==> src/hdl/utf8d_pkg.sv <==
// Shared types and constants for the UTF-8 stream decoder.
// No dependencies; imported by every module of the block.
package utf8d_pkg;

	localparam int unsigned BYTE_W   = 8;
	localparam int unsigned CP_W     = 21;
	localparam int unsigned STATUS_W = 2;
	localparam int unsigned TDATA_W  = 24;
	localparam int unsigned QDEPTH   = 4;
	localparam int unsigned QPTR_W   = $clog2(QDEPTH);
	localparam int unsigned QCNT_W   = $clog2(QDEPTH + 1);

	typedef enum logic [STATUS_W-1:0] {
		ST_OK       = 2'd0,
		ST_BAD_LEAD = 2'd1,
		ST_MISSING  = 2'd2
	} status_t;

	typedef struct packed {
		logic [CP_W-1:0] code_point;
		status_t         status;
		logic            last;
	} result_t;

	// Results produced by one decoded byte: num_res is 0, 1 or 2.
	typedef struct packed {
		logic [1:0] num_res;
		result_t    res0;
		result_t    res1;
	} dec_out_t;

endpackage

==> src/hdl/utf8_stream_decoder.sv <==
// Top level of the lenient UTF-8 stream decoder.
// Depends on utf8d_pkg, utf8d_decode and utf8d_queue.

// One byte enters per transfer on the slave side and 21-bit code points leave
// on the master side. The block takes one byte every clock cycle while the
// queue has room for two results: a byte is held in an input register,
// decoded by short logic against the open-sequence state, and its results are
// written into a four-entry result queue. m_tvalid rises once the queue holds
// a result. Most bytes give zero or
// one result, so a stream decodes at one byte per cycle as long as the sink
// keeps m_tready high. A byte that interrupts an open sequence with an ASCII
// character or an invalid lead gives two results (missing continuation, then
// the new result) and therefore needs two output transfers; the input stalls
// only when the queue lacks room for two results. m_tuser carries the status
// (0 code point, 1 invalid lead, 2 missing continuation), and m_tlast marks
// the final result caused by one input byte. Error results carry code point
// zero. No overlong or surrogate checks are made, and 0x00 is an ordinary
// code point.
module utf8_stream_decoder (
	input  logic        clk,
	input  logic        arst_n,
	input  logic        s_tvalid,
	output logic        s_tready,
	input  logic [7:0]  s_tdata,   // [7:0] data_byte
	output logic        m_tvalid,
	input  logic        m_tready,
	output logic [23:0] m_tdata,   // [20:0] code_point, [23:21] zero
	output logic [1:0]  m_tuser,   // [1:0] status
	output logic        m_tlast    // last result of one input byte
);
	import utf8d_pkg::*;

	logic              valid_s1;
	logic [BYTE_W-1:0] byte_s1;
	logic              room;
	logic              advance;
	logic              s_fire;
	dec_out_t          dec;
	result_t           out_res;

	// Advance the held byte into the decoder when the queue can take two results.
	assign advance  = valid_s1 && room;
	assign s_tready = !valid_s1 || advance;
	assign s_fire   = s_tvalid && s_tready;

	always_ff @(posedge clk or negedge arst_n) begin
		if (!arst_n) begin
			valid_s1 <= 1'b0;
		end else if (s_fire) begin
			valid_s1 <= 1'b1;
		end else if (advance) begin
			valid_s1 <= 1'b0;
		end
	end

	always_ff @(posedge clk) begin
		if (s_fire) begin
			byte_s1 <= s_tdata[BYTE_W-1:0];
		end
	end

	utf8d_decode u_decode (
		.clk       (clk),
		.arst_n    (arst_n),
		.data_byte (byte_s1),
		.fire      (advance),
		.dec       (dec)
	);

	utf8d_queue u_queue (
		.clk       (clk),
		.arst_n    (arst_n),
		.dec       (dec),
		.push      (advance),
		.room      (room),
		.out_valid (m_tvalid),
		.out_ready (m_tready),
		.out_res   (out_res)
	);

	// Zero-fill code point to whole bytes.
	assign m_tdata = {{(TDATA_W-CP_W){1'b0}}, out_res.code_point};
	assign m_tuser = out_res.status;
	assign m_tlast = out_res.last;

endmodule

==> src/hdl/utf8d_decode.sv <==
// Byte decoder: sequence state registers and the per-byte decode logic.
// Depends on utf8d_pkg.
module utf8d_decode (
	input  logic                          clk,
	input  logic                          arst_n,
	input  logic [utf8d_pkg::BYTE_W-1:0]  data_byte,
	input  logic                          fire,
	output utf8d_pkg::dec_out_t           dec
);
	import utf8d_pkg::*;

	logic [1:0]      pending_q;
	logic [CP_W-1:0] partial_q;

	logic            lead_emit;
	result_t         lead_res;
	logic [1:0]      lead_pend;
	logic [CP_W-1:0] lead_partial;

	logic            is_cont;
	logic [1:0]      pend_dec;
	logic [CP_W-1:0] partial_shift;
	logic [1:0]      pend_d;
	logic [CP_W-1:0] partial_d;

	// Classify the byte as a fresh lead.
	always_comb begin
		lead_emit    = 1'b1;
		lead_pend    = 2'd0;
		lead_partial = '0;
		lead_res     = '{code_point: '0, status: ST_BAD_LEAD, last: 1'b1};
		if (data_byte[7] == 1'b0) begin
			lead_res.code_point = {{(CP_W-BYTE_W){1'b0}}, data_byte};
			lead_res.status     = ST_OK;
		end else if (data_byte[7:5] == 3'b110) begin
			lead_emit    = 1'b0;
			lead_pend    = 2'd1;
			lead_partial = {{(CP_W-5){1'b0}}, data_byte[4:0]};
		end else if (data_byte[7:4] == 4'b1110) begin
			lead_emit    = 1'b0;
			lead_pend    = 2'd2;
			lead_partial = {{(CP_W-4){1'b0}}, data_byte[3:0]};
		end else if (data_byte[7:3] == 5'b11110) begin
			lead_emit    = 1'b0;
			lead_pend    = 2'd3;
			lead_partial = {{(CP_W-3){1'b0}}, data_byte[2:0]};
		end
	end

	assign is_cont       = (data_byte[7:6] == 2'b10);
	assign pend_dec      = pending_q - 2'd1;
	assign partial_shift = {partial_q[CP_W-7:0], data_byte[5:0]};

	always_comb begin
		dec       = '0;
		pend_d    = pending_q;
		partial_d = partial_q;
		if (pending_q == 2'd0) begin
			dec.num_res = {1'b0, lead_emit};
			dec.res0    = lead_res;
			pend_d      = lead_pend;
			partial_d   = lead_partial;
		end else if (is_cont) begin
			pend_d    = pend_dec;
			partial_d = partial_shift;
			if (pend_dec == 2'd0) begin
				dec.num_res = 2'd1;
				dec.res0    = '{code_point: partial_shift, status: ST_OK, last: 1'b1};
				partial_d   = '0;
			end
		end else begin
			// Drop the open sequence, then decode this byte again as a lead.
			dec.res0    = '{code_point: '0, status: ST_MISSING, last: !lead_emit};
			dec.res1    = lead_res;
			dec.num_res = lead_emit ? 2'd2 : 2'd1;
			pend_d      = lead_pend;
			partial_d   = lead_partial;
		end
	end

	always_ff @(posedge clk or negedge arst_n) begin
		if (!arst_n) begin
			pending_q <= 2'd0;
			partial_q <= '0;
		end else if (fire) begin
			pending_q <= pend_d;
			partial_q <= partial_d;
		end
	end

endmodule

==> src/hdl/utf8d_queue.sv <==
// Result queue: takes up to two results per cycle, hands out one per transfer.
// Depends on utf8d_pkg.
module utf8d_queue (
	input  logic                 clk,
	input  logic                 arst_n,
	input  utf8d_pkg::dec_out_t  dec,
	input  logic                 push,
	output logic                 room,
	output logic                 out_valid,
	input  logic                 out_ready,
	output utf8d_pkg::result_t   out_res
);
	import utf8d_pkg::*;

	result_t             entry_q [QDEPTH];
	logic [QPTR_W-1:0]   wr_ptr_q;
	logic [QPTR_W-1:0]   rd_ptr_q;
	logic [QCNT_W-1:0]   cnt_q;
	logic [QPTR_W-1:0]   wr_ptr_p1;
	logic [QCNT_W-1:0]   push_n;
	logic                pop;

	assign room      = (cnt_q <= QCNT_W'(QDEPTH - 2));
	assign out_valid = (cnt_q != '0);
	assign out_res   = entry_q[rd_ptr_q];
	assign pop       = out_valid && out_ready;
	assign wr_ptr_p1 = wr_ptr_q + QPTR_W'(1);
	assign push_n    = push ? QCNT_W'(dec.num_res) : '0;

	always_ff @(posedge clk) begin
		if (push && dec.num_res != 2'd0) begin
			entry_q[wr_ptr_q] <= dec.res0;
		end
		if (push && dec.num_res == 2'd2) begin
			entry_q[wr_ptr_p1] <= dec.res1;
		end
	end

	always_ff @(posedge clk or negedge arst_n) begin
		if (!arst_n) begin
			wr_ptr_q <= '0;
			rd_ptr_q <= '0;
			cnt_q    <= '0;
		end else begin
			wr_ptr_q <= wr_ptr_q + QPTR_W'(push_n);
			if (pop) begin
				rd_ptr_q <= rd_ptr_q + QPTR_W'(1);
			end
			cnt_q <= cnt_q + push_n - QCNT_W'(pop);
		end
	end

endmodule

==> config.mk <==
export PLATFORM = sky130hd
export DESIGN_NAME = utf8_stream_decoder
export DESIGN_NICKNAME = d
export VERILOG_FILES = /design/src/hdl/utf8d_pkg.sv /design/src/hdl/utf8_stream_decoder.sv /design/src/hdl/utf8d_decode.sv /design/src/hdl/utf8d_queue.sv
export SDC_FILE = /design/constraint.sdc
export NUM_CORES = 1
export LEC_CHECK = 0
export BUFFER_PORTS_ARGS = -buffer_cell sky130_fd_sc_hd__buf_4
export CAP_MARGIN = 20
export CORE_MARGIN = 2
export CORE_UTILIZATION = 65
export DETAILED_ROUTE_END_ITERATION = 12
export PLACE_DENSITY_LB_ADDON = 0.08
export SLEW_MARGIN = 20
export SYNTH_ARGS = -nofsm -noshare
export SYNTH_HDL_FRONTEND = slang
export SYNTH_SLANG_ARGS = --single-unit
==> constraint.sdc <==
create_clock -name clk -period 7.8 [get_ports clk]
set_input_delay 1.95 -clock clk [delete_from_list [all_inputs] [get_ports clk]]
set_output_delay 1.95 -clock clk [all_outputs]
set_load 0.05 [all_outputs]
After elaboration in Yosys (flattened, before gate mapping)
Memories as Yosys holds them, arrays and structs flattened.
Cells that the tools add are included.
Storage, ports and cells
  output and inout bits: 29
  flip-flop bits (word level): 33
  bits in writable memories: 96
  memories kept: 1
  logic and storage cells: 64
  input bits: 12
Memories
  u_queue.entry_q: depth 4, bits a word 24, read ports 1, clocked after Yosys merged registers in 0, write ports 2, line utf8d_queue.sv:15  | result_t entry_q [QDEPTH];
Operators by class
  equality and inequality tests: 5
  muxes and demuxes: 31
  reduce and logical (&&, ||, !) cells: 13
  order comparisons: 1
  add/sub/neg operators: 6
Operator list (number)
  $mux W15: 5
  $mux W26: 2
  $mux W25: 1
  $mux W24: 1
  $mux W2: 8
  $mux W1: 10
  $mux W10: 1
  $mux W9: 1
  $eq A5 B5 Y1 const B: 1
  $logic_and A1 B1 Y1: 5
  $add A2 B1 Y2 const B: 2
  $eq A2 B2 Y1 const B: 2
  $eq A4 B4 Y1 const B: 1
  $logic_not A2 Y1: 2
  $mux W4: 1
  $reduce_bool A2 Y1: 2
  $add A3 B3 Y3: 1
  $eq A3 B3 Y1 const B: 1
  $le A3 B2 Y1 const B: 1
  $mux W3: 1
  $reduce_bool A3 Y1: 1
  $sub A3 B1 Y3: 1
  $add A2 B2 Y2: 1
  $logic_not A1 Y1: 2
  2 further kinds: 2

Logic depth before layout (Yosys ltp)
Gate-level depths: netlist of the first run.
  word-level depth: 12
  mapped depth: 11
  gate-level depth less buffers: 9

By module
Synthesis of the first run repeated with hierarchy kept, for this count alone.
Second synthesis, totals
  cells, all modules: 426
  area total of the unflattened synthesis: 6640.1 um^2
Modules (own cells, without submodules)
  utf8d_queue: cells each 280, instances 1, sequential area each 3057.9 um^2, area each 5134.9 um^2
  utf8d_decode: cells each 129, instances 1, sequential area each 425.4 um^2, area each 1178.6 um^2
  utf8_stream_decoder: cells each 17, instances 1, sequential area each 265.3 um^2, area each 326.6 um^2

Least setup slack after synthesis of the first run
Ideal clock, no wire load.
  path type: flip-flop to output port
  start: register u_queue.rd_ptr_q[0]
  end: output port m_tdata[11]
  data arrival time: 1643 ps
  path buffers: 2
  path slack: 4207 ps
  cell stages (with the launch flop): 4
  path through: dfrtp_1 -> buf_2 -> buf_1 -> mux4_2
Between the ends
  word-level cells in the longest chain between the ends: 1
Ends and longest elaborated chain
  from (decl): line utf8d_queue.sv:17  | logic [QPTR_W-1:0] rd_ptr_q;
  from (signal assigned): line utf8d_queue.sv:47  | rd_ptr_q <= rd_ptr_q + QPTR_W'(1);
  $mem_v2 Z4 W24
  to (decl): line utf8_stream_decoder.sv:27  | output logic [23:0] m_tdata,
No other way between the ends.

Worst setup path in the final report of the first run
  start: register u_queue.rd_ptr_q[0]
  end: output port m_tdata[18]
The elaborated chain is that of the path after synthesis.

==> results of run 1 <==
## Yosys cell counts, drive strengths merged, types with 3 or more instances
cell type	n
buf	32
nand4	3
nand3	73
nor3b	5
edfxtp	44
o21ai	78
dfxtp	60
nand2	42
a21oi	72
or3	3
xor2	3
and2	31
and3	3
o22ai	6
a21boi	5
inv	12
mux4	24
dfrtp	25
xnor2	4
nor2	4
nor3	8
clkbuf	23
ha	6
a22o	4
## flip-flops by register name, summed over array words and instances, names as in the netlist
name,cells
byte_s1,8
u_decode.partial_q,15
u_decode.pending_q,2
u_queue.cnt_q,3
u_queue.entry_q,96
u_queue.rd_ptr_q,2
u_queue.wr_ptr_q,2
valid_s1,1
## power by group through the flow
stage	Clock, mW	Combinational (mW)	Sequential, mW
2_1_floorplan	0	0.789	0.859
3_3_place_gp	0	0.920	0.911
3_5_place_dp	0	0.952	0.917
4_1_cts	0.848	0.961	0.905
5_1_grt	0.881	1.03	0.920
6_report	0.844	0.965	0.908
## through the flow
step | utilization, % | hold WS, ps | instance area [µm²] | setup slack, ps
6_report | 75.90 | 472.3 | 6980 | 3587
3_3_place_gp | 68.90 | 459.1 | 6336 | 4157
4_1_cts | 75.90 | 474.5 | 6980 | 3549
2_1_floorplan | - | 441.8 | 6157 | 4207
5_1_grt | 75.90 | 502.1 | 6980 | 3458
3_5_place_dp | 68.90 | 465.8 | 6336 | 4078
## routing by layer
layer	vias up	global-route usage [%]	part of all wire (%)
met5	-	0	0
met4	0	12.16	2.5
met3	46	8.489	9.1
met2	278	48.96	48
met1	2321	42.78	40
li1	2177	-	-
## layout by cell type (no fill, tap or decap), types with 3 or more instances in the layout
cell	count
a21boi_0	5
and2_1	30
xor2_1	3
conb_1	3
nor2_1	4
nand2_1	42
a22o_1	4
clkbuf_16	19
a21oi_1	70
nor3_1	5
o22ai_1	6
or3_1	3
o21ai_0	77
inv_1	12
nor3b_1	5
clkbuf_8	4
and3_1	3
dfrtp_1	25
buf_4	41
xnor2_1	4
edfxtp_1	44
dfxtp_1	60
mux4_2	24
ha_1	6
nand3_1	71
## worst reg2reg max path, delay by kind of cell, from the launching register on
family | cells | cell delay (ps)
AOI/OAI and AO/OA | 1 | 750
adders and majority gates | 1 | 870
buffers and inverters | 2 | 600
DFF | 1 | 400
and+or+nand+nor | 3 | 860
## kinds of logic (layout without fill, tap and decap cells)
group / after synthesis / count (layout) / synth area share [%]
AO/OA/AOI/OAI: 175 / 175 / 15.75
XOR/XNOR: 7 / 7 / 0.9970
adder cells (fa/ha/maj): 7 / 7 / 1.546
buffers and inverters: 67 / 85 / 5.290
flip-flops: 129 / 129 / 51.19
multiplexers: 24 / 24 / 8.789
other: 1 / 3 / 0.06098
AND/OR/NAND/NOR: 181 / 181 / 16.38
## worst max path at each step
stage	cells after the start	slack, ps	endpoint	startpoint
4_1_cts	3	3550	m_tdata[18]	u_queue.rd_ptr_q[0]
5_1_grt	3	3460	m_tdata[18]	u_queue.rd_ptr_q[0]
3_5_place_dp	7	4080	u_queue.entry_q[1][5]	u_decode.pending_q[0]
2_1_floorplan	3	4210	m_tdata[11]	u_queue.rd_ptr_q[0]
3_3_place_gp	3	4160	m_tdata[20]	u_queue.rd_ptr_q[0]
6_report	3	3590	m_tdata[18]	u_queue.rd_ptr_q[0]
## layout make-up
| type | instances | share of cell area [%] |
|---|---|---|
| multi-input combinational | 397 | 38.63 |
| inverter | 12 | 0.6453 |
| tap | 111 | 1.990 |
| clock buffer | 24 | 7.654 |
| clock inverter | 8 | 1.577 |
| timing repair buffer | 41 | 4.409 |
| sequential | 129 | 45.10 |
==> results.md, run 1 <==
* Outcome: finished, final reports clean
* DRT Pass-1 Iters at 8
* Total congestion overflow at 0
* Seq pwr share at between 30% and 40%
* FMAX at approximately 240 MHz
* Yosys reg bits at 129
* Synthesis-to-finish area growth at 13.51%
* Post-synthesis instance total at 591
* Synth top area share at 21.49%
* CP Capture Type: output pin
* Max_cap viols at 0
* Syn_area_per_cell at 10.41 µm²
* Final nets at between 600 and 700
* Synth top area cells: edfxtp_1, dfxtp_1, dfrtp_1
* Switching Fraction at 39.54%
* Synth Flop Type: dfxtp_1
* Drt via density at 6.679
* Initial antenna violation count at 0
* 1st-iter DRT viols at between 400 and 500
* Worst hold path type: reg2reg
* Chip width at 101.3 µm
* Clock power frac at 31.1%
* Routability cong. at 0.8621
* Max IR drop VDD at 331.0 µV
* Seq/Total Area, Yosys at 51.19%
* Max Fanout on Critical Path at 20
* Worst Tran Pin Value at around 1100 ps
* Clock skew at 11.63 ps
* Critical path's largest stage delay at roughly 560 ps
* H-tree Lvls at 4
* # hold bufs at CTS at 0
* Finish-stage setup viols at 0
* Die Area at 10250 µm²
* Die height at 101.3 µm
* DRC Markers at 0
* Hold EP: u_queue.entry_q[3][19]
* P_sw at 1.074 mW
* Hold Violations, Final at 0
* Reg2reg end: u_queue.entry_q[0][9]
* Startpoint Class: flip-flop
* Worst setup path class: reg2out
* Yosys Warn Count at 0
* Post-DRT Antenna Nets at 0
* I/O pins at 41
* First-pass GRT wire length at 24340 µm
* Relative slew slack at 28.48%
* Largest net degree at the start of global routing at between 60 and 70
* Clock-pin slew of the registers on the worst-case setup and hold paths at 60 ps
* Routed via count at 4822
* Fillers at 632
* GRT Resource Usage Total at 31.51%
* Worst-path cell chain: buf_4, mux4_2, buf_4
* CTS Sinks at 129
* Internal power component at 1.643 mW
* Reg-to-reg startpoint: u_decode.pending_q[0]
* Hold_sp: u_queue.entry_q[3][19]
* Vias in the first global route at ~4700
* Routed WL at 14970 µm
* Delay-heaviest family, CP: buffers and inverters
* Core area at 9196 µm²
* Critical path buffers and inverters at 2
* CP dominant cell by count: buf_4
* Worst path arrival time at ~2300 ps
* Final worst-path cycle share at 54.01%
* Skew-Pair Late Insertion Delay at between 500 and 600 ps
* Slew Limit Fails at 0
* Power consumption at 2.717 mW
* Root Buffer: clkbuf_8
* Port Buffer Count at 37
* Pleak at 2.569 nW
* FF/Latch Area at about 3100 µm²
* Hold depth at 2
* CTS buffer count at 17
* PwrDens at between 300 and 400 nW/µm²
* Combinational share of power at 35.5%
* Initial Util at 66.87%
* RSZ-0062 raised after global routing: false
* Tmin final at 4213 ps
* Post-CTS Setup Bufs at 0
* Share of post-route cells with drive strength above 1 at 17.84%
* Post-Syn Area at 6150 µm²
* WL per Instance at 20.74 µm
* CTS tree: yes
* Async SR Flop Fraction at 19.38%
* Core Rows at 35
* Yosys top cell by area: edfxtp_1
* DPL Wire Length at 9346 µm
* Worst R2R Path Depth at 7
* CTS Buffer Depth at 2
* Antenna diode count at 0
* Required @ worst endpoint at 5850 ps
* Number of synthesized flops with an enable pin at 44
* Post-CTS Resized at 0
* CP max stage cell: mux4_2
* Non-filler instance count after layout at 722
* Yosys cell types at 53
* Sum Neg Setup Slack at 0 ps
* Inst Count DP at 690
* Multi-input combinational cell area at 2696 µm²
* Worst reg-to-reg setup slack at 3970 ps
Power figures use the tool's default switching activity.
==> run 2, diff against run 1 <==
CORE_UTILIZATION = 60   (was 65)
clock period = 4.05 ns   (was 7.8 ns; I/O delays follow)
==> run 2 against run 1 <==
  * Final area down 0.54%
  * Worst setup slack worse by 2800 ps
  * Clock-buffer cell count down 1
  * Non-clock buffer count up 4
  * Die area up 8.0%
  * Combinational power up 94%
  * Largest power group unchanged
  * Via count down 0.41%
  * Core utilization down 5.5 points
  * Clock skew down 2.7 ps
  * Register-to-register slack worse by 3000 ps
==> results.md, run 2 (synthesis gave the netlist of run 1 again) <==
* Critical path's largest stage delay at 660 ps (+100 ps)
* Share of post-route cells with drive strength above 1 at 18.21% (+0.37 points)
* DRC Markers at 0 (unchanged)
* DRT Pass-1 Iters at 6 (-2)
* Clock-pin slew of the registers on the worst-case setup and hold paths at 60 ps (about the same)
* Fillers at 728 (+15%)
* Non-filler instance count after layout at 748 (+3.6%)
* FMAX at 305.2 MHz
* Inst Count DP at 716 (+3.8%)
* Post-CTS Setup Bufs at 0 (unchanged)
* Final worst setup slack at 773.9 ps (-2813 ps)
* Largest regs: u_queue.entry_q x96, u_decode.partial_q x15, byte_s1 x8
* Min Hold Slack at 391.9 ps (-80.32 ps)
* Worst setup path class: reg2out
* Combinational share of power at 37.1% (+1.6 points)
* Worst hold path type: in2async
* Synthesis-to-finish area growth at 12.90%
* Required @ worst endpoint at 3040 ps (-2810 ps)
* Antenna diode count at 0 (unchanged)
* Sum Neg Setup Slack at 0 ps (unchanged)
* Max Fanout on Critical Path at 10 (-50%)
* Worst reg-to-reg setup slack at 990 ps (-2980 ps)
* Finish-stage setup viols at 0 (unchanged)
* Delay-heaviest family, CP: flip-flops
* Worst path arrival time at 2260 ps (about the same)
* Largest net degree at the start of global routing at 61 (unchanged)
* Skew-Pair Late Insertion Delay at 520 ps (about the same)
* CTS Sinks at 129 (unchanged)
* Initial antenna violation count at 0 (unchanged)
* Post-CTS Resized at 0 (unchanged)
* Reg2reg end: u_queue.cnt_q[2]
* Pleak at 2.563 nW (-0.24%)
* Critical path buffers and inverters at 2 (unchanged)
* Total congestion overflow at 0 (unchanged)
* Design Area, Final at 6943 µm² (-0.54%)
* Worst-path cell chain: buf_4, mux4_2, buf_4
* Reg-to-reg startpoint: byte_s1[7]
* Initial Util at 62.34% (-4.5 points)
* CTS Buffer Depth at 2 (unchanged)
* P_sw at 2.055 mW (+91%)
* CP dominant cell by count: buf_4
* First-pass GRT wire length at 24650 µm (+1.3%)
* Startpoint Class: flip-flop
* Final worst-path cycle share at 80.89%
* Tmin final at approximately 3300 ps
* Core Rows at 36 (+2.9%)
* Die Area at 11080 µm² (+8.0%)
* Switching Fraction at 40.71% (+1.2 points)
* Drt via density at 6.420 (-3.9%)
* Max FFs per register at 96 (unchanged)
* Max IR drop VDD at 757.9 µV (+130%)
* Routed via count at 4802 (-0.41%)
* CP max stage cell: dfrtp_1
* Most frequent cells in the layout: o21ai_0, nand3_1, a21oi_1, dfxtp_1, buf_4
* PwrDens at 727.1 nW/µm² (+87%)
* Hold Violations, Final at 0 (unchanged)
* Chip width at 105.2 µm (+3.9%)
* Power consumption at 5.048 mW (+86%)
* CTS buffer count at 17 (unchanged)
* Pre-CTS setup slack at 1078 ps (-3000 ps)
* Final nets at 621 (+0.65%)
* Max_cap viols at 0 (unchanged)
* Worst R2R Path Depth at 8 (+1)
* I/O pins at 41 (unchanged)
* Internal power component at 2.993 mW (+82%)
* Placed cell area at 6392 µm² (+0.89%)
* GRT Resource Usage Total at 29.00% (-2.5 points)
* Final core occ at 70.38% (-5.5 points)
* Port Buffer Count at 37 (unchanged)
* 1st-iter DRT viols at 419 (-2.3%)
* Commonest non-fill, non-tap cell in the layout: o21ai_0
* Routability cong. at 0.9723 (+13%)
* Worst Tran Pin Value at 924.7 ps (-148.2 ps)
* CTS tree: yes
* DPL Wire Length at 9743 µm (+4.3%)
* Slew Limit Fails at 0 (unchanged)
* WL per Instance at 20.51 µm (-1.1%)
* Largest register by flop count: u_queue.entry_q
* Seq pwr share at 35.3% (+1.9 points)
* RSZ-0062 raised after global routing: false
* Core area at 9864 µm² (+7.3%)
* Root Buffer: clkbuf_8
* Relative slew slack at 38.35% (+9.9 points)
* Clock skew at 8.955 ps (-2.671 ps)
* Post-DRT Antenna Nets at 0 (unchanged)
* Clock power frac at 27.6% (-3.5 points)
* H-tree Lvls at 4 (unchanged)
* Vias in the first global route at 4584 (-2.3%)
* Outcome: finished, final reports clean
* CP Capture Type: output pin
* Routed WL at 15340 µm (+2.4%)
* Die height at 105.2 µm (+3.9%)
* # hold bufs at CTS at 0 (unchanged)
-- run 2: cell types whose count changed in the layout (fill, tap and decap cells not counted) --
cell	change
a41o_1	+1
a41o_2	-1
buf_4	+4
bufinv_16	-2
clkbuf_16	-2
clkbuf_8	+1
clkinv_2	+7
clkinv_4	-1
clkinvlp_4	-2
inv_6	-1
-- run 2: how the worst max path moves through the flow --
stage	startpoint	endpoint	slack [ps]	cells after the start
finish	u_queue.rd_ptr_q[0]	m_tdata[19]	770	3
global route	u_queue.rd_ptr_q[0]	m_tdata[13]	690	3
floorplan	u_queue.rd_ptr_q[0]	m_tdata[11]	1390	3
detailed placement	byte_s1[7]	u_queue.cnt_q[2]	1080	8
CTS	u_queue.rd_ptr_q[0]	m_tdata[19]	750	3
global placement	byte_s1[7]	u_queue.cnt_q[2]	1200	8
-- run 2: cell type report --
type | instances | area, µm² | area share, %
Clock inverter | 9 | 52.55 | 0.7569
Inverter | 12 | 45.04 | 0.6488
Clock buffer | 23 | 498.0 | 7.172
Timing Repair Buffer | 45 | 337.8 | 4.866
Sequential cell | 129 | 3148 | 45.34
Tap cell | 133 | 166.4 | 2.397
Multi-Input combinational cell | 397 | 2695 | 38.82
-- run 2: power groups by stage --
stage | registers (mW) | logic [mW] | clock network (mW)
floorplan | 1.65 | 1.52 | 0
global placement | 1.79 | 1.83 | 0
detailed placement | 1.80 | 1.85 | 0
CTS | 1.78 | 1.87 | 1.41
global route | 1.81 | 2.00 | 1.46
finish | 1.78 | 1.87 | 1.39
-- run 2: per-layer routing --
| metal | global-route usage (%) | routed length (µm) | vias up |
|---|---|---|---|
| met5 | 0 | 0 | - |
| met3 | 7.978 | 1326 | 21 |
| met2 | 43.18 | 7180 | 252 |
| met4 | 8.762 | 210 | 0 |
| li1 | - | - | 2184 |
| met1 | 41.66 | 6622 | 2345 |
